$ cat config.mk
export PLATFORM = sky130hd
export DESIGN_NAME = buzzer_tone_sequencer_flat
export DESIGN_NICKNAME = d
export VERILOG_FILES = /design/src/rtl/core/bts_pkg.sv /design/src/rtl/core/bts_req_if.sv /design/src/rtl/core/bts_res_if.sv /design/src/rtl/core/bts_cmd_store.sv /design/src/rtl/core/bts_phase_seq.sv /design/src/rtl/core/buzzer_tone_sequencer.sv /design/src/flat_wrapper.sv
export SDC_FILE = /design/constraint.sdc
export NUM_CORES = 1
export LEC_CHECK = 0
export BUFFER_PORTS_ARGS = -buffer_cell sky130_fd_sc_hd__buf_4
export CAP_MARGIN = 10
export CORE_ASPECT_RATIO = 0.75
export CORE_UTILIZATION = 63
export CTS_CLUSTER_SIZE = 40
export DETAILED_ROUTE_END_ITERATION = 10
export PLACE_DENSITY = 0.82
export SLEW_MARGIN = 10
export SYNTH_ARGS = -nofsm -noshare
export SYNTH_HDL_FRONTEND = slang
export SYNTH_HIERARCHICAL = 1
export SYNTH_SLANG_ARGS = --single-unit
export TNS_END_PERCENT = 30
$ cat constraint.sdc
create_clock -name clk -period 5.6 [get_ports clk]
set_clock_uncertainty 0.2 [all_clocks]
set_input_delay 1.12 -clock clk [delete_from_list [all_inputs] [get_ports clk]]
set_output_delay 1.12 -clock clk [all_outputs]
set_load 0.005 [all_outputs]
$ cat src/rtl/core/bts_pkg.sv
// Shared types and codes for the buzzer tone sequencer.
// No dependencies; imported by bts_cmd_store, bts_phase_seq and the top level.
`default_nettype none

package bts_pkg;

	localparam logic [1:0] REQ_TICK = 2'd0;
	localparam logic [1:0] REQ_TONE = 2'd1;
	localparam logic [1:0] REQ_STOP = 2'd2;

	typedef enum logic [3:0] {
		PH_IDLE = 4'b0001,
		PH_ON1  = 4'b0010,
		PH_ON2  = 4'b0100,
		PH_HOLD = 4'b1000
	} phase_t;

	// Decoded request of the item leaving the input register
	typedef struct packed {
		logic advance;
		logic tick;
		logic tone;
		logic stop;
	} bts_step_t;

endpackage

`default_nettype wire

$ cat src/rtl/core/bts_req_if.sv
// Request channel of the buzzer tone sequencer: valid/ready plus item fields.
// No dependencies.
`default_nettype none

interface bts_req_if #(
	parameter int TIME_WIDTH   = 16,
	parameter int REPEAT_WIDTH = 8,
	parameter int FREQ_WIDTH   = 16
);
	logic                    valid;
	logic                    ready;
	logic [1:0]              req_type;
	logic [TIME_WIDTH-1:0]   on_time;
	logic [TIME_WIDTH-1:0]   off_time;
	logic [REPEAT_WIDTH-1:0] repeat_count;
	logic [FREQ_WIDTH-1:0]   freq_one;
	logic [FREQ_WIDTH-1:0]   freq_two;

	modport source (
		output valid, req_type, on_time, off_time, repeat_count, freq_one, freq_two,
		input  ready
	);
	modport sink (
		input  valid, req_type, on_time, off_time, repeat_count, freq_one, freq_two,
		output ready
	);
endinterface

`default_nettype wire

$ cat src/rtl/core/bts_res_if.sv
// Result channel of the buzzer tone sequencer: valid/ready plus result fields.
// No dependencies.
`default_nettype none

interface bts_res_if #(
	parameter int FREQ_WIDTH = 16
);
	logic                  valid;
	logic                  ready;
	logic                  tone_write;
	logic [FREQ_WIDTH-1:0] tone_value;
	logic                  accepted;
	logic                  busy_res;

	modport source (
		output valid, tone_write, tone_value, accepted, busy_res,
		input  ready
	);
	modport sink (
		input  valid, tone_write, tone_value, accepted, busy_res,
		output ready
	);
endinterface

`default_nettype wire

$ cat src/rtl/core/bts_cmd_store.sv
// Command store: acceptance check and the held pattern (times, tones, repeat).
// Depends on bts_pkg.
`default_nettype none

module bts_cmd_store import bts_pkg::*; #(
	parameter int TIME_WIDTH   = 16,
	parameter int REPEAT_WIDTH = 8,
	parameter int FREQ_WIDTH   = 16
) (
	input  wire logic                    clk,
	input  wire logic                    arst_n,
	input  wire bts_step_t               step,
	input  wire logic                    phase_idle,
	input  wire logic [TIME_WIDTH-1:0]   on_time,
	input  wire logic [TIME_WIDTH-1:0]   off_time,
	input  wire logic [REPEAT_WIDTH-1:0] repeat_count,
	input  wire logic [FREQ_WIDTH-1:0]   freq_one,
	input  wire logic [FREQ_WIDTH-1:0]   freq_two,
	output logic                         take,
	output logic [TIME_WIDTH-1:0]        high_time_q,
	output logic [TIME_WIDTH-1:0]        low_time_q,
	output logic [FREQ_WIDTH-1:0]        freq_one_q,
	output logic [FREQ_WIDTH-1:0]        freq_two_q,
	output logic [REPEAT_WIDTH-1:0]      repeat_q
);

	localparam logic [TIME_WIDTH-1:0] TimeMax = {TIME_WIDTH{1'b1}};

	logic [TIME_WIDTH-1:0] on_eff, off_eff, high_d, low_d;

	assign take = step.advance && (step.tone || step.stop) &&
		(repeat_q == '0 || phase_idle);

	// A stop behaves like a tone command with every field zero
	assign on_eff  = step.stop ? '0 : on_time;
	assign off_eff = step.stop ? '0 : off_time;

	always_comb begin
		if (on_eff == TimeMax) begin
			high_d = TimeMax;
		end else if (on_eff != '0) begin
			high_d = (on_eff >> 1) + TIME_WIDTH'(1);
		end else begin
			high_d = '0;
		end
		if (off_eff == '0 || off_eff == TimeMax) begin
			low_d = off_eff;
		end else begin
			low_d = off_eff + TIME_WIDTH'(1);
		end
	end

	always_ff @(posedge clk or negedge arst_n) begin
		if (!arst_n) begin
			high_time_q <= '0;
			low_time_q  <= '0;
			freq_one_q  <= '0;
			freq_two_q  <= '0;
			repeat_q    <= '0;
		end else if (take) begin
			high_time_q <= high_d;
			low_time_q  <= low_d;
			freq_one_q  <= step.stop ? '0 : freq_one;
			freq_two_q  <= step.stop ? '0 : freq_two;
			repeat_q    <= step.stop ? '0 : repeat_count;
		end
	end

endmodule

`default_nettype wire

$ cat src/rtl/core/bts_phase_seq.sv
// Phase sequencer: tick-driven phase, timer and repeat counting, tone writes.
// Depends on bts_pkg and the held pattern from bts_cmd_store.
`default_nettype none

module bts_phase_seq import bts_pkg::*; #(
	parameter int TIME_WIDTH   = 16,
	parameter int REPEAT_WIDTH = 8,
	parameter int FREQ_WIDTH   = 16
) (
	input  wire logic                    clk,
	input  wire logic                    arst_n,
	input  wire bts_step_t               step,
	input  wire logic                    take,
	input  wire logic [TIME_WIDTH-1:0]   high_time,
	input  wire logic [TIME_WIDTH-1:0]   low_time,
	input  wire logic [FREQ_WIDTH-1:0]   freq_one,
	input  wire logic [FREQ_WIDTH-1:0]   freq_two,
	input  wire logic [REPEAT_WIDTH-1:0] repeat_cfg,
	output logic                         phase_idle,
	output logic                         tone_write,
	output logic [FREQ_WIDTH-1:0]        tone_value,
	output logic                         busy
);

	localparam logic [TIME_WIDTH-1:0] TimeMax = {TIME_WIDTH{1'b1}};

	phase_t                  phase_q, phase_d;
	logic [TIME_WIDTH-1:0]   timer_q, timer_d;
	logic [REPEAT_WIDTH-1:0] repeats_q, repeats_d;
	logic                    fresh_q, fresh_d;
	logic                    armed_q, armed_d;

	assign phase_idle = (phase_q == PH_IDLE);

	always_comb begin
		phase_d    = phase_q;
		timer_d    = timer_q;
		repeats_d  = repeats_q;
		fresh_d    = fresh_q;
		armed_d    = armed_q;
		tone_write = 1'b0;
		tone_value = '0;
		if (step.tick) begin
			unique case (phase_q)
				PH_IDLE: begin
					if (armed_q) begin
						repeats_d = repeat_cfg;
						fresh_d   = 1'b0;
						phase_d   = PH_HOLD;
					end
				end
				PH_ON1: begin
					// all-ones timer: continuous tone, stay here
					if (timer_q == TimeMax) begin
						phase_d = PH_ON1;
					end else if (timer_q != '0) begin
						timer_d = timer_q - TIME_WIDTH'(1);
					end else begin
						if (freq_two != '0) begin
							tone_write = 1'b1;
							tone_value = freq_two;
						end
						timer_d = high_time;
						phase_d = PH_ON2;
					end
				end
				PH_ON2: begin
					if (timer_q != '0) begin
						timer_d = timer_q - TIME_WIDTH'(1);
					end else begin
						phase_d = PH_HOLD;
						if (low_time != '0) begin
							timer_d    = low_time;
							tone_write = 1'b1;
						end
					end
				end
				PH_HOLD: begin
					if (timer_q != '0) begin
						timer_d = timer_q - TIME_WIDTH'(1);
					end else if (fresh_q) begin
						tone_write = 1'b1;
						phase_d    = PH_IDLE;
					end else if (high_time == '0) begin
						armed_d    = 1'b0;
						tone_write = 1'b1;
						phase_d    = PH_IDLE;
					end else if (repeats_q != '0 || repeat_cfg == '0) begin
						// a zero repeat setting loops forever
						if (repeats_q != '0) begin
							repeats_d = repeats_q - REPEAT_WIDTH'(1);
						end
						timer_d    = high_time;
						tone_write = 1'b1;
						tone_value = freq_one;
						phase_d    = PH_ON1;
					end else begin
						armed_d    = 1'b0;
						tone_write = 1'b1;
						phase_d    = PH_IDLE;
					end
				end
				default: begin
					phase_d = PH_IDLE;
				end
			endcase
		end
		if (take) begin
			armed_d = 1'b1;
			fresh_d = 1'b1;
		end
		if (step.stop) begin
			timer_d = '0;
		end
		busy = (phase_d != PH_IDLE) || fresh_d;
	end

	always_ff @(posedge clk or negedge arst_n) begin
		if (!arst_n) begin
			phase_q   <= PH_IDLE;
			timer_q   <= '0;
			repeats_q <= '0;
			fresh_q   <= 1'b0;
			armed_q   <= 1'b0;
		end else if (step.advance) begin
			phase_q   <= phase_d;
			timer_q   <= timer_d;
			repeats_q <= repeats_d;
			fresh_q   <= fresh_d;
			armed_q   <= armed_d;
		end
	end

endmodule

`default_nettype wire

$ cat src/rtl/core/buzzer_tone_sequencer.sv
// Top level of the buzzer tone sequencer: input register, store, sequencer,
// result register. Depends on bts_pkg, bts_req_if, bts_res_if,
// bts_cmd_store and bts_phase_seq.
//
//   port     dir  handshake     carries
//   in_req   in   valid/ready   req_type, on_time, off_time, repeat_count, freq_one, freq_two
//   out_res  out  valid/ready   tone_write, tone_value, accepted, busy_res
//
// One item per clock sustained while out_res.ready stays high; every item gives one result
// after acceptance, through the input register and then the result register.
// The single state update between the two registers sets the one-cycle rate.
// Reset (arst_n low) empties both registers and returns to idle, no pattern.
// While a result waits on out_res.ready the input register holds; in_req.ready
// drops only once both registers are full.
`default_nettype none

module buzzer_tone_sequencer import bts_pkg::*; #(
	parameter int TIME_WIDTH   = 16,
	parameter int REPEAT_WIDTH = 8,
	parameter int FREQ_WIDTH   = 16
) (
	input wire logic  clk,
	input wire logic  arst_n,
	bts_req_if.sink   in_req,
	bts_res_if.source out_res
);

	logic                    valid_s1;
	logic [1:0]              req_s1;
	logic [TIME_WIDTH-1:0]   on_s1, off_s1;
	logic [REPEAT_WIDTH-1:0] rep_s1;
	logic [FREQ_WIDTH-1:0]   f1_s1, f2_s1;

	logic                    out_valid_q;
	logic                    tone_write_q;
	logic [FREQ_WIDTH-1:0]   tone_value_q;
	logic                    accepted_q;
	logic                    busy_q;

	logic                    out_free, in_acc;
	bts_step_t               step;
	logic                    take, phase_idle;
	logic                    tone_write, busy;
	logic [FREQ_WIDTH-1:0]   tone_value;
	logic [TIME_WIDTH-1:0]   high_time, low_time;
	logic [FREQ_WIDTH-1:0]   freq_one, freq_two;
	logic [REPEAT_WIDTH-1:0] repeat_cfg;

	assign out_free     = !out_valid_q || out_res.ready;
	assign in_req.ready = !valid_s1 || out_free;
	assign in_acc       = in_req.valid && in_req.ready;

	always_comb begin
		step         = '0;
		step.advance = valid_s1 && out_free;
		unique case (req_s1)
			REQ_TICK: step.tick = step.advance;
			REQ_TONE: step.tone = step.advance;
			REQ_STOP: step.stop = step.advance;
			default:  step.tick = 1'b0;
		endcase
	end

	always_ff @(posedge clk or negedge arst_n) begin
		if (!arst_n) begin
			valid_s1 <= 1'b0;
		end else if (in_acc) begin
			valid_s1 <= 1'b1;
		end else if (step.advance) begin
			valid_s1 <= 1'b0;
		end
	end

	always_ff @(posedge clk) begin
		if (in_acc) begin
			req_s1 <= in_req.req_type;
			on_s1  <= in_req.on_time;
			off_s1 <= in_req.off_time;
			rep_s1 <= in_req.repeat_count;
			f1_s1  <= in_req.freq_one;
			f2_s1  <= in_req.freq_two;
		end
	end

	bts_cmd_store #(
		.TIME_WIDTH   (TIME_WIDTH),
		.REPEAT_WIDTH (REPEAT_WIDTH),
		.FREQ_WIDTH   (FREQ_WIDTH)
	) u_store (
		.clk          (clk),
		.arst_n       (arst_n),
		.step         (step),
		.phase_idle   (phase_idle),
		.on_time      (on_s1),
		.off_time     (off_s1),
		.repeat_count (rep_s1),
		.freq_one     (f1_s1),
		.freq_two     (f2_s1),
		.take         (take),
		.high_time_q  (high_time),
		.low_time_q   (low_time),
		.freq_one_q   (freq_one),
		.freq_two_q   (freq_two),
		.repeat_q     (repeat_cfg)
	);

	bts_phase_seq #(
		.TIME_WIDTH   (TIME_WIDTH),
		.REPEAT_WIDTH (REPEAT_WIDTH),
		.FREQ_WIDTH   (FREQ_WIDTH)
	) u_seq (
		.clk        (clk),
		.arst_n     (arst_n),
		.step       (step),
		.take       (take),
		.high_time  (high_time),
		.low_time   (low_time),
		.freq_one   (freq_one),
		.freq_two   (freq_two),
		.repeat_cfg (repeat_cfg),
		.phase_idle (phase_idle),
		.tone_write (tone_write),
		.tone_value (tone_value),
		.busy       (busy)
	);

	always_ff @(posedge clk or negedge arst_n) begin
		if (!arst_n) begin
			out_valid_q <= 1'b0;
		end else if (step.advance) begin
			out_valid_q <= 1'b1;
		end else if (out_res.ready) begin
			out_valid_q <= 1'b0;
		end
	end

	always_ff @(posedge clk) begin
		if (step.advance) begin
			tone_write_q <= tone_write;
			tone_value_q <= tone_value;
			accepted_q   <= take;
			busy_q       <= busy;
		end
	end

	assign out_res.valid      = out_valid_q;
	assign out_res.tone_write = tone_write_q;
	assign out_res.tone_value = tone_value_q;
	assign out_res.accepted   = accepted_q;
	assign out_res.busy_res   = busy_q;

endmodule

`default_nettype wire

$ cat src/flat_wrapper.sv
// flat-port wrapper written by rule: the top's interface ports become plain ports
module buzzer_tone_sequencer_flat import bts_pkg::*;
#(
	parameter int TIME_WIDTH   = 16,
	parameter int REPEAT_WIDTH = 8,
	parameter int FREQ_WIDTH   = 16
)
  (clk, arst_n, in_req_valid, in_req_req_type, in_req_on_time, in_req_off_time, in_req_repeat_count, in_req_freq_one, in_req_freq_two, in_req_ready, out_res_valid, out_res_tone_write, out_res_tone_value, out_res_accepted, out_res_busy_res, out_res_ready);
  bts_req_if #(.TIME_WIDTH(TIME_WIDTH), .REPEAT_WIDTH(REPEAT_WIDTH), .FREQ_WIDTH(FREQ_WIDTH)) in_req_i ();
  bts_res_if #(.FREQ_WIDTH(FREQ_WIDTH)) out_res_i ();
  input wire logic clk;
  input wire logic arst_n;
  input wire logic [$bits(in_req_i.valid)-1:0] in_req_valid;
  input wire logic [$bits(in_req_i.req_type)-1:0] in_req_req_type;
  input wire logic [$bits(in_req_i.on_time)-1:0] in_req_on_time;
  input wire logic [$bits(in_req_i.off_time)-1:0] in_req_off_time;
  input wire logic [$bits(in_req_i.repeat_count)-1:0] in_req_repeat_count;
  input wire logic [$bits(in_req_i.freq_one)-1:0] in_req_freq_one;
  input wire logic [$bits(in_req_i.freq_two)-1:0] in_req_freq_two;
  output wire logic [$bits(in_req_i.ready)-1:0] in_req_ready;
  output wire logic [$bits(out_res_i.valid)-1:0] out_res_valid;
  output wire logic [$bits(out_res_i.tone_write)-1:0] out_res_tone_write;
  output wire logic [$bits(out_res_i.tone_value)-1:0] out_res_tone_value;
  output wire logic [$bits(out_res_i.accepted)-1:0] out_res_accepted;
  output wire logic [$bits(out_res_i.busy_res)-1:0] out_res_busy_res;
  input wire logic [$bits(out_res_i.ready)-1:0] out_res_ready;
  assign in_req_i.valid = in_req_valid;
  assign in_req_i.req_type = in_req_req_type;
  assign in_req_i.on_time = in_req_on_time;
  assign in_req_i.off_time = in_req_off_time;
  assign in_req_i.repeat_count = in_req_repeat_count;
  assign in_req_i.freq_one = in_req_freq_one;
  assign in_req_i.freq_two = in_req_freq_two;
  assign in_req_ready = in_req_i.ready;
  assign out_res_valid = out_res_i.valid;
  assign out_res_tone_write = out_res_i.tone_write;
  assign out_res_tone_value = out_res_i.tone_value;
  assign out_res_accepted = out_res_i.accepted;
  assign out_res_busy_res = out_res_i.busy_res;
  assign out_res_i.ready = out_res_ready;
  buzzer_tone_sequencer #(.TIME_WIDTH(TIME_WIDTH), .REPEAT_WIDTH(REPEAT_WIDTH), .FREQ_WIDTH(FREQ_WIDTH)) u_core (.clk(clk), .arst_n(arst_n), .in_req(in_req_i), .out_res(out_res_i));
endmodule
==> Word-level counts from Yosys, hierarchy flattened <==
Cells that the tools add are included.
{ "classes": {"bitwise_logic": 0, "magnitude_cmp": 0, "n_eq_ne": 24, "div_mod_pow": 0, "n_reduce_logical": 32, "mux": 69, "shifts": 0, "n_mul": 0, "addsub": 4} }
{ "ops": {"columns": ["cell", "n"], "rows": [
  ["two-way mux 16 bit", 24],
  ["nonzero test 16 bit", 4],
  ["two-way mux 8 bit", 7],
  ["== test 16 bit, second input constant", 3],
  ["one-hot mux 16 bit (3 select lines)", 1],
  ["zero test 16 bit", 2],
  ["one-hot mux 16 bit (2 select lines)", 1],
  ["two-way mux 1 bit", 24],
  ["two-way mux 4 bit", 6],
  ["adder 15 x 1 -> 16 bit, second input constant", 1],
  ["adder 16 x 1 -> 16 bit, second input constant", 1],
  ["inequality test 4 x 3 -> 1 bit, second input constant", 4],
  ["one-hot mux 4 bit (4 select lines)", 1],
  ["one-hot mux 8 bit (2 select lines)", 1],
  ["subtractor 16 x 1 -> 16 bit, second input constant", 1],
  ["inequality test 2 bit, second input constant", 6],
  ["nonzero test 2 bit", 6],
  ["AND reduction 9 bit", 1],
  ["zero test 8 bit", 1],
  ["AND reduction 8 bit", 1],
  ["nonzero test 8 bit", 1],
  ["subtractor 8 x 1 -> 8 bit, second input constant", 1],
  ["logical OR 1 bit", 7],
  ["two-way mux 2 bit", 3],
  ["15 further kinds", 21]
]} }
{ "word_totals": {"out_inout_bits": 21, "latch_bits": 0, "mem_bits_rw": 0, "word_cells": 151, "in_bits": 78, "memories": 0, "reg_bits": 197, "mem_bits_ro": 0} }

==> Longest topological paths before layout <==
Gate-level depths: netlist of run 1.
{ "logic_depth": {"word_depth": 10, "ltp_mapped": 10, "ltp_nobuf": 8} }

==> Hierarchy <==
Netlist of run 1, hierarchy kept.
{ "modules_own_cells": {"columns": ["mod", "area_per_inst_um2", "seq_area_each_um2", "cells_per_inst", "n_inst"], "rows": [
  ["bts_cmd_store", 3510.9, 1801.7, 383, 1],
  ["buzzer_tone_sequencer", 2936.6, 2842.7, 104, 1],
  ["bts_phase_seq", 2696.3, 752.0, 342, 1]
]} }

==> Least setup slack after synthesis of run 1 <==
Ideal clock, no wire load.
{ "synth_path": {"kind": "input -> register", "startpoint": "input port out_res_ready", "endpoint": "register u_core.f1_s1[0] (enable)", "setup_ns": 0.441, "slack_ns": 1.934, "path_buffers": 0, "t_required_ns": 4.959, "arrival_time_ns": 3.026, "cell_stages": 2, "path_cell_list": "nand3b_1 -> and2_1"} }
{ "synth_between": {"elab_chain_cells": 3} }
{ "synth_lines": {"columns": ["item", "line_no", "text"], "rows": [
  ["start, declared", "flat_wrapper.sv:26", "input wire logic [$bits(out_res_i.ready)-1:0] out_res_ready;"],
  ["logical OR 1 bit", "buzzer_tone_sequencer.sv:49", "assign out_free = !out_valid_q || out_res.ready;"],
  ["logical OR 1 bit", "buzzer_tone_sequencer.sv:50", "assign in_req.ready = !valid_s1 || out_free;"],
  ["logical AND 1 bit", "buzzer_tone_sequencer.sv:51", "assign in_acc = in_req.valid && in_req.ready;"],
  ["net u_core.in_acc", "buzzer_tone_sequencer.sv:40", "logic out_free, in_acc;"],
  ["end signal, assigned", "buzzer_tone_sequencer.sv:80", "f1_s1 <= in_req.freq_one;"],
  ["end, declared", "buzzer_tone_sequencer.sv:32", "logic [FREQ_WIDTH-1:0] f1_s1, f2_s1;"]
]} }
The timed path passes the listed nets, and every way through them passes these cells.
A chain may end at the register's enable or synchronous reset.

==> Final worst setup path of run 1 <==
{ "layout_path": {"startpoint": "register u_core.u_seq.phase_q[0]", "endpoint": "register u_core.u_store.low_time_q[8]"} }
{ "layout_between": {"elab_chain_cells": 3} }
{ "layout_lines": {"columns": ["item", "line_no", "text"], "rows": [
  ["start, declared", "bts_phase_seq.sv:27", "phase_t phase_q, phase_d;"],
  ["start signal, assigned", "bts_phase_seq.sv:126", "phase_q <= phase_d;"],
  ["== test 4 x 1 -> 1 bit", "bts_phase_seq.sv:33", "assign phase_idle = (phase_q == PH_IDLE);"],
  ["net u_core.phase_idle", "buzzer_tone_sequencer.sv:42", "logic take, phase_idle;"],
  ["logical OR 1 bit", "bts_cmd_store.sv:32", "(repeat_q == '0 || phase_idle);"],
  ["logical AND 1 bit", "bts_cmd_store.sv:31", "assign take = step.advance && (step.tone || step.stop) &&"],
  ["net u_core.take", "buzzer_tone_sequencer.sv:42", null],
  ["end signal, assigned", "bts_cmd_store.sv:62", "low_time_q <= low_d;"],
  ["end, declared", "bts_cmd_store.sv:21", "output logic [TIME_WIDTH-1:0] low_time_q,"]
]} }
The timed path passes the listed nets, and every way through them passes these cells.

==> reports/qor.txt, run 1 <==
Die ar. - 15,000 um2
initial antenna violation count - 0
minimum clock period - 3.67 ns
Post-CTS Repair Setup Buffers - 0
Num CTS Buffers - 17
Die W - 141 um
final setup vio count - 0
Hold Fails Final Rpt - 0
HPWL after DPL - 15.2 mm
CTS max path bufs - 2
ys flop type - dfrtp_1
post-place setup slack - 1.77 ns
num ports - 99
via density per instance - 6.27
drt pass-1 iters - 6
fmax - 273 MHz
post-synthesis compound-gate area fraction - 14.6%
Slew headroom - 18.3%
synthesized area - 9140 um2
Clock Sink Count - 197
residual DRC count - 0
mux cell area share after synthesis - 2.01%
Mapped Nets - 911
Pwr Density - 398 nW/um2
num rows - 37
final WL - 22.0 mm
vias - 7,031
Synth Area in Simple Gates - 18.5%
most common cell after layout, fill and taps aside - nand2_1
#FFs+latches synth - 197
Worst Path Arrival - 3.81 ns
ANT nets after route - 0
Worst-Skew Late Latency - 0.44 ns
Clock Pin Slew Worst Setup and Hold Paths - 0.08 ns
most frequent cells in the layout - nand2_1 (145), buf_4 (105), dfrtp_1 (103), edfxtp_1 (93), o21ai_0 (71)
average size of a mapped cell - 11.0 um2
EDFF count, synth - 93
PostCTS Resize Cnt - 0
setup tns final - 0 ns
H-tree depth reported by CTS - 4
Die Y - 106 um
Max Fanout on Critical Path - 32
final-stage net count - 996
vias in the first global route - 6,598
Total Routing Usage GR - 31.2%
Mapped Cells - 829
fin crit share - 65.5%
final worst slack - 1.93 ns
Core Area - 13,900 um2
Async S/R FF share, synth - 52.8%
synthesis warning total - 6
cts hold-fix bufs - 0
Worst Tran Pin Value - 1.21 ns
Starting Density - 65.6%
gpl congestion - 0.905
Max-Cap Viols - 0
post-synth cell types - 79
crit path launch type - flop
adder-cell share of the synthesized area - 0.547%
status - finished clean
total grt overflow - 0
Worst EP required - 5.74 ns
DR iter-0 viols - 792
worst vdd ir - 261 uV
PortBufs - 98
share of cells above drive strength 1 - 18.3%
RSZ-0062 raised after global routing - false
global-route wire length before repair - 35.4 mm
ANT cells - 0
largest net degree at the start of global routing - 81
critical path endpoint category - flop
CTS tree - built
post-synthesis xor/xnor area fraction - 2.39%
WS Path Type - flop to flop
Layout area overhead - 16.3%
Seq/Total Area, Yosys - 59.0%
WL/cell - 19.6 um
Root Buffer - clkbuf_16
Hold Path Class - flop to flop
fin. max-slew vios - 0
LEAKAGE - 4.32 nW
largest family of logic cells by synthesized area - simple AND/OR/NAND/NOR gates
[cell usage after synthesis (7+ instances only)]
cell type,count,area (um2)
mux2i_1,15,150
a22o_1,7,61.3
dfrtp_1,103,2580
inv_1,18,67.6
nor4_1,31,194
nor3_1,15,75.1
edfxtp_1,93,2790
o21ai_0,71,355
buf_2,8,40.0
xnor2_1,19,166
nand4_1,12,75.1
nor2_1,50,188
clkbuf_1,22,82.6
nand3_1,18,90.1
a21oi_1,24,120
o211ai_1,15,113
nand2_1,145,544
a22oi_1,18,135
[through the flow]
step	cell area, um2	power [mW]	cells	hold slack, ns	util, %
6_report	10600	4.24	1122	0.294	76.3
2_1_floorplan	9140	2.63	829	0.251	-
3_3_place_gp	10000	2.90	1090	0.262	71.8
3_5_place_dp	10000	2.96	1090	0.273	71.8
4_1_cts	10600	4.22	1122	0.291	76.3
5_1_grt	10600	4.44	1122	0.310	76.3
[registers in the layout, summed over array words and instances, names as in the netlist]
name and flops:
u_core/u_store/repeat_q 8, u_core/rep_s1 8, u_core/off_s1 16, u_core/u_store/freq_one_q 16, u_core/u_store/low_time_q 16, u_core/f2_s1 16
u_core/u_seq/armed_q 1, u_core/f1_s1 16, u_core/on_s1 16, u_core/u_seq/phase_q 4, u_core/out_res.tone_write 1, u_core/u_seq/fresh_q 1
u_core/out_res.valid 1, u_core/out_res.tone_value 16, u_core/u_store/freq_two_q 16, u_core/out_res.busy_res 1, u_core/req_s1 2, u_core/out_res.accepted 1
u_core/u_seq/timer_q 16, u_core/valid_s1 1, u_core/u_store/high_time_q 16, u_core/u_seq/repeats_q 8
[area by class of cell]
type | instances | area (um2)
clock inverters | 14 | 188
repair buffers | 105 | 788
fillers | 902 | 3300
clock buffers | 18 | 439
well taps | 195 | 244
flip-flops and latches | 197 | 5400
inverters | 20 | 75.1
multi-input cells | 573 | 3500
[where the power goes]
part           total, mW  switching (mW)  internal (mW)
sequential          2.19           0.329           1.86
clock               1.26           0.630          0.629
combinational      0.791           0.452          0.339
[metal layers]
layer | part of all wire [%] | wire [um] | vias to the layer above | track usage (%)
li1 | - | - | 3241 | -
met1 | 45 | 9950 | 3420 | 46.9
met2 | 46 | 10000 | 345 | 46.1
met3 | 7.8 | 1710 | 25 | 6.35
met4 | 1.4 | 300 | 0 | 8.70
met5 | 0 | 0 | - | 0
[critical path, stage by stage, from the launching register on]
cell and delay [ns]:
dfstp_2 0.64, inv_1 0.09, nor4_1 1.01, o221ai_4 0.59
inv_2 0.53, nand2_2 0.23, o31ai_1 0.28
[path summary, 6_finish.rpt]
check	depth (start not counted)	from	endpoint	slack (ns)
max	6	u_core/u_seq/phase_q[0]	u_core/u_store/low_time_q[8]	1.93
min	2	u_core/u_store/freq_one_q[8]	u_core/u_store/freq_one_q[8]	0.29
max reg2reg	6	u_core/u_seq/phase_q[0]	u_core/u_store/low_time_q[8]	1.93
min reg2reg	2	u_core/u_store/freq_one_q[8]	u_core/u_store/freq_one_q[8]	0.29
max in group asynchronous	2	arst_n	u_core/u_store/low_time_q[12]	3.63
min in group asynchronous	1	arst_n	u_core/u_seq/timer_q[8]	0.54
[logic make-up (layout without fill, tap and decap cells)]
family	after synthesis	after routing
flip-flops	197	197
multiplexers	18	18
buffers and inverters	59	157
XOR/XNOR	25	25
AND/OR/NAND/NOR	330	330
AO/OA/AOI/OAI	196	196
adder cells (fa/ha/maj)	4	4
Power figures use the tool's default switching activity.
==> run 2, diff against run 1 <==
--- a/config.mk
+++ b/config.mk
@@ -5,13 +5,14 @@
 export SDC_FILE = /design/constraint.sdc
 export NUM_CORES = 1
 export LEC_CHECK = 0
+export ABC_AREA = 1
 export BUFFER_PORTS_ARGS = -buffer_cell sky130_fd_sc_hd__buf_4
 export CAP_MARGIN = 10
 export CORE_ASPECT_RATIO = 0.75
-export CORE_UTILIZATION = 63
+export CORE_UTILIZATION = 54
 export CTS_CLUSTER_SIZE = 40
 export DETAILED_ROUTE_END_ITERATION = 10
-export PLACE_DENSITY = 0.82
+export PLACE_DENSITY = 0.74
 export SLEW_MARGIN = 10
 export SYNTH_ARGS = -nofsm -noshare
 export SYNTH_HDL_FRONTEND = slang
==> constraint.sdc (replaced) <==
create_clock -name clk -period 3.3 [get_ports clk]
set_clock_uncertainty 0.2 [all_clocks]
set_input_delay 0.66 -clock clk [delete_from_list [all_inputs] [get_ports clk]]
set_output_delay 0.66 -clock clk [all_outputs]
set_load 0.005 [all_outputs]
==> reports/qor.txt, run 2 <==
status - finished clean
H-tree depth reported by CTS - 4
global-route wire length before repair - 42.9 mm
WHS Path Cells - 1
#FFs+latches synth - 197
Clk pwr share - 23.1%
crit path launch type - flop
HPWL after DPL - 18.2 mm
Starting Density - 55.8%
final setup vio count - 0
power share of the sequential group - 39.5%
minimum clock period - 2.79 ns
EDFF count, synth - 93
average size of a mapped cell - 8.10 um2
vias - 9,224
share of cells above drive strength 1 - 15.7%
WS Path Type - flop to flop
placement-stage cell area - 11,400 um2
ys flop type - dfrtp_1
Worst EP required - 3.27 ns
gpl congestion - 0.907
fillers - 1,551
Die ar. - 19,900 um2
switch share - 43.4%
fin crit share - 84.5%
most frequent cells in the layout - nand2_1 (427), nand3_1 (174), nor2_1 (142), buf_4 (119), dfrtp_1 (103)
Die W - 162 um
Post-synth top cells - nand2_1 (427), nand3_1 (174), nor2_1 (143)
initial antenna violation count - 0
final WL - 26.2 mm
Seq/Total Area, Yosys - 51.8%
Internal - 5.61 mW
P_sw - 4.30 mW
Mapped Cells - 1,287
total grt overflow - 0
PortBufs - 98
CTS tree - built
RSZ-0062 raised after global routing - false
Slew headroom - 44.8%
Hold Path Class - input port to flop
Worst Tran Pin Value - 0.826 ns
drt pass-1 iters - 6
cell with the most instances after synthesis - nand2_1
post-synth cell types - 38
Post-CTS Repair Setup Buffers - 0
Worst R2R Path Depth - 9
Power, Total - 9.91 mW
ANT cells - 0
Num CTS Buffers - 17
Clock Sink Count - 197
Logic pwr share - 37.5%
LEAKAGE - 5.79 nW
Root Buffer - clkbuf_16
CTS max path bufs - 2
num ports - 99
num rows - 43
Worst-Skew Late Latency - 0.45 ns
Async S/R FF share, synth - 52.8%
cell area after layout - 12,100 um2
cts hold-fix bufs - 1
post-synth top area cell - edfxtp_1
Layout area overhead - 15.8%
synthesis warning total - 6
Hold Fails Final Rpt - 0
Max-Cap Viols - 0
PostCTS Resize Cnt - 0
WL/cell - 16.0 um
Multi-input gate area - 4350 um2
post-place setup slack - 0.480 ns
CP peak stage delay - 0.49 ns
final worst slack - 0.511 ns
critical path endpoint category - flop
sequential cell area - 5400 um2
Worst Path Arrival - 2.76 ns
residual DRC count - 0
DR iter-0 viols - 1,095
Core Area - 18,700 um2
final-stage net count - 1,462
fmax - 359 MHz
Die Y - 122 um
largest net degree at the start of global routing - 48
Mapped Nets - 1,369
Pwr Density - 822 nW/um2
Clock Pin Slew Worst Setup and Hold Paths - 0.09 ns
post-synth top area share - 26.8%
worst vdd ir - 513 uV
Synth area leaders - edfxtp_1 (27%), dfrtp_1 (25%), nand2_1 (15%)
ANT nets after route - 0
vias in the first global route - 8,316
synthesized area - 10,400 um2
cell chain of the critical path - inv_1 > ha_1 > nand3_1 > nor2_2 > nand3_2 > inv_1 > o21ai_0 > nand2_1 > nand3_1
fin. max-slew vios - 0
Total Routing Usage GR - 27.9%
via density per instance - 5.62
Critical-path top delay cell - inv_1
most common cell after layout, fill and taps aside - nand2_1
setup tns final - 0 ns
Max Fanout on Critical Path - 17
run 2: cell types whose count changed after synthesis, sizes merged, moves of 21 or more:
cell and change:
nand4 +21, nand3 +174, nor2 +115, inv +86, nor4 -32, nand2 +288
run 2: critical path: cells and delay by family, from the launching register on:
kind	cells	cell delay, ns
flip-flops	1	0.44
buffers and inverters	2	0.57
AO/OA/AOI/OAI	1	0.23
adder cells (fa/ha/maj)	1	0.25
AND/OR/NAND/NOR	5	0.80
run 2: layer usage:
layer | vias to the layer above | track usage, % | wire length, um
met5 | - | 0 | 0
met4 | 0 | 8.73 | 435
met3 | 53 | 6.69 | 2640
met2 | 483 | 39.3 | 10900
met1 | 4289 | 42.2 | 12300
li1 | 4399 | - | -
run 2: layout make-up:
cell class / count / area share (%)
tap: 247 / 2.56
timing repair buffer: 122 / 7.82
clock buffer: 17 / 3.53
sequential: 197 / 44.7
multi-input combinational: 937 / 36.1
inverter: 105 / 3.29
clock inverter: 15 / 2.00
run 2: kinds of logic after synthesis:
group	synth area share, %
flip-flops	51.8
AO/OA/AOI/OAI	4.41
XOR/XNOR	0.925
buffers and inverters	6.52
AND/OR/NAND/NOR	35.9
adder cells (fa/ha/maj)	0.480
run 2: final timing paths:
path                                          from                              to  slack [ns]
max in group asynchronous                   arst_n      u_core/u_store/repeat_q[0]        1.64
min reg2reg                        u_core/f1_s1[0]    u_core/u_store/freq_one_q[0]        0.28
max                        u_core/u_seq/timer_q[1]         u_core/out_res.busy_res        0.51
min                             in_req_freq_two[0]                 u_core/f2_s1[0]        0.17
min in group asynchronous                   arst_n  u_core/u_store/high_time_q[14]        0.48
max reg2reg                u_core/u_seq/timer_q[1]         u_core/out_res.busy_res        0.51
run 2: power groups by stage:
stage | Sequential (mW) | Clock, mW | Combinational (mW)
global placement | 3.91 | 0 | 3.51
CTS | 3.89 | 2.32 | 3.65
detailed placement | 3.92 | 0 | 3.59
floorplan | 3.72 | 0 | 2.75
finish | 3.91 | 2.29 | 3.72
global route | 4.00 | 2.41 | 4.21
run 2: metrics by stage:
stage          instances  hold WS (ns)  utilization (%)
2_1_floorplan       1287         0.164                -
3_3_place_gp        1607         0.254             61.0
3_5_place_dp        1607         0.256             61.0
4_1_cts             1640         0.158             64.6
5_1_grt             1640         0.158             64.6
6_report            1640         0.174             64.6
==> run 3, diff against run 2 <==
==> constraint.sdc (replaced) <==
create_clock -name clk -period 2.5 [get_ports clk]
set_clock_uncertainty 0.2 [all_clocks]
set_input_delay 0.5 -clock clk [delete_from_list [all_inputs] [get_ports clk]]
set_output_delay 0.5 -clock clk [all_outputs]
set_load 0.005 [all_outputs]
==> reports/qor.txt, run 3 (synthesis results as in run 2) <==
CP peak stage delay - 0.54 ns
WL/cell - 15.7 um
worst vdd ir - 674 uV
Logic pwr share - 38.5%
total grt overflow - 0
final worst slack - 0.123 ns
LEAKAGE - 5.97 nW
Die Y - 122 um
HPWL after DPL - 18.5 mm
H-tree depth reported by CTS - 4
fin. max-slew vios - 0
Internal - 7.64 mW
num rows - 43
most frequent cells in the layout - nand2_1 (427), nand3_1 (174), nor2_1 (142), buf_4 (140), dfrtp_1 (103)
Max Fanout on Critical Path - 12
Die W - 162 um
Worst Tran Pin Value - 0.682 ns
Clock Pin Slew Worst Setup and Hold Paths - 0.08 ns
cell chain of the critical path - ha_1 > nand4_1 > nor2_1 > nand2_1 > nand2_1 > nor2_2 > nand3_1 > a21oi_2
Critical-path top delay cell - nor2_2
Worst-Skew Late Latency - 0.45 ns
switch share - 42.2%
most common cell after layout, fill and taps aside - nand2_1
Slew headroom - 54.5%
Clock Sink Count - 197
vias in the first global route - 8,318
Worst Path Arrival - 2.45 ns
DR iter-0 viols - 992
global-route wire length before repair - 42.7 mm
fmax - 421 MHz
CTS max path bufs - 2
Finished Core Util - 66.3%
Max-Cap Viols - 0
Worst EP required - 2.57 ns
Num CTS Buffers - 17
final WL - 26.3 mm
ANT nets after route - 0
cell mode on critical path - nand2_1
gpl congestion - 0.936
largest net degree at the start of global routing - 75
final setup vio count - 0
PortBufs - 98
fillers - 1,542
Crit path buffers/inverters - 0
Root Buffer - clkbuf_16
CTS tree - built
Core Area - 18,700 um2
Hold Fails Final Rpt - 0
num ports - 99
P_sw - 5.57 mW
status - finished clean
CP top delay family - simple AND/OR/NAND/NOR gates
vias - 9,166
Die ar. - 19,900 um2
Total Routing Usage GR - 27.8%
RSZ-0062 raised after global routing - false
Layout area overhead - 18.9%
residual DRC count - 0
Pwr Density - 1070 nW/um2
crit path launch type - flop
critical path endpoint category - flop
drt pass-1 iters - 6
Hold Path Class - input port to flop
WS Path Type - flop to flop
via density per instance - 5.49
initial antenna violation count - 0
share of cells above drive strength 1 - 17.5%
minimum clock period - 2.38 ns
Starting Density - 55.8%
final-stage net count - 1,491
ANT cells - 0
Clk pwr share - 22.6%
fin crit share - 95.1%
post-place setup slack - -0.00227 ns
power share of the sequential group - 38.9%
## run 3: cell types whose count changed in the layout (fill, tap and decap cells not counted), moves of 2 or more
cell / delta
buf_4: +21
buf_12: +8
inv_16: -3
inv_8: +2
## run 3: worst paths after layout
| check | from | to | slack (ns) | depth (start not counted) |
|---|---|---|---|---|
| worst max-delay path | u_core/u_seq/timer_q[0] | u_core/out_res.tone_value[9] | 0.12 | 8 |
| worst min-delay path | in_req_freq_one[8] | u_core/f1_s1[8] | 0.02 | 1 |
| worst max register to register | u_core/u_seq/timer_q[0] | u_core/out_res.tone_value[9] | 0.12 | 8 |
| worst min register to register | u_core/f1_s1[2] | u_core/u_store/freq_one_q[2] | 0.27 | 2 |
| max in group asynchronous | arst_n | u_core/u_seq/phase_q[0] | 1.09 | 3 |
| min in group asynchronous | arst_n | u_core/u_store/high_time_q[13] | 0.37 | 2 |
## run 3: per-stage QoR
stage                     area [um2]  hold slack (ns)  cells  setup TNS [ns]  power (mW)
after CTS                      12300          0.00951   1664               0        13.2
after floorplan                10400          0.00441   1287               0        8.54
after global routing           12400          0.00843   1669               0        14.2
final                          12400           0.0227   1669               0        13.2
after detailed placement       11700            0.257   1631        -0.00227        10.1
after global placement         11700            0.252   1631               0        9.98
## run 3: routing by layer
layer	track usage, %	vias to the layer above	routed length, um
met5	0	-	0
met4	7.61	0	342
met3	5.24	35	2390
met2	39.5	392	11100
met1	43.0	4277	12400
li1	-	4462	-
## run 3: repair_timing
item                       CTS  global route
gates resized for setup      0             2
hold endpoints to repair    34             0
setup endpoints to repair    0            23
hold buffers                 1             0
setup buffers                0             5
## run 3: area by class of cell
type	instances	area (um2)	share of cell area, %
timing repair buffer	151	1260	10.2
clock buffer	17	425	3.43
sequential	197	5400	43.6
tap	247	309	2.49
clock inverter	15	234	1.89
multi-input combinational	937	4360	35.2
inverter	105	400	3.23
## run 3: power groups by stage
stage | registers, mW | logic [mW] | clock network [mW]
after floorplan | 4.91 | 3.63 | 0
after global placement | 5.14 | 4.84 | 0
after detailed placement | 5.16 | 4.95 | 0
after CTS | 5.11 | 5.00 | 3.04
after global routing | 5.24 | 5.75 | 3.16
final | 5.14 | 5.08 | 2.98
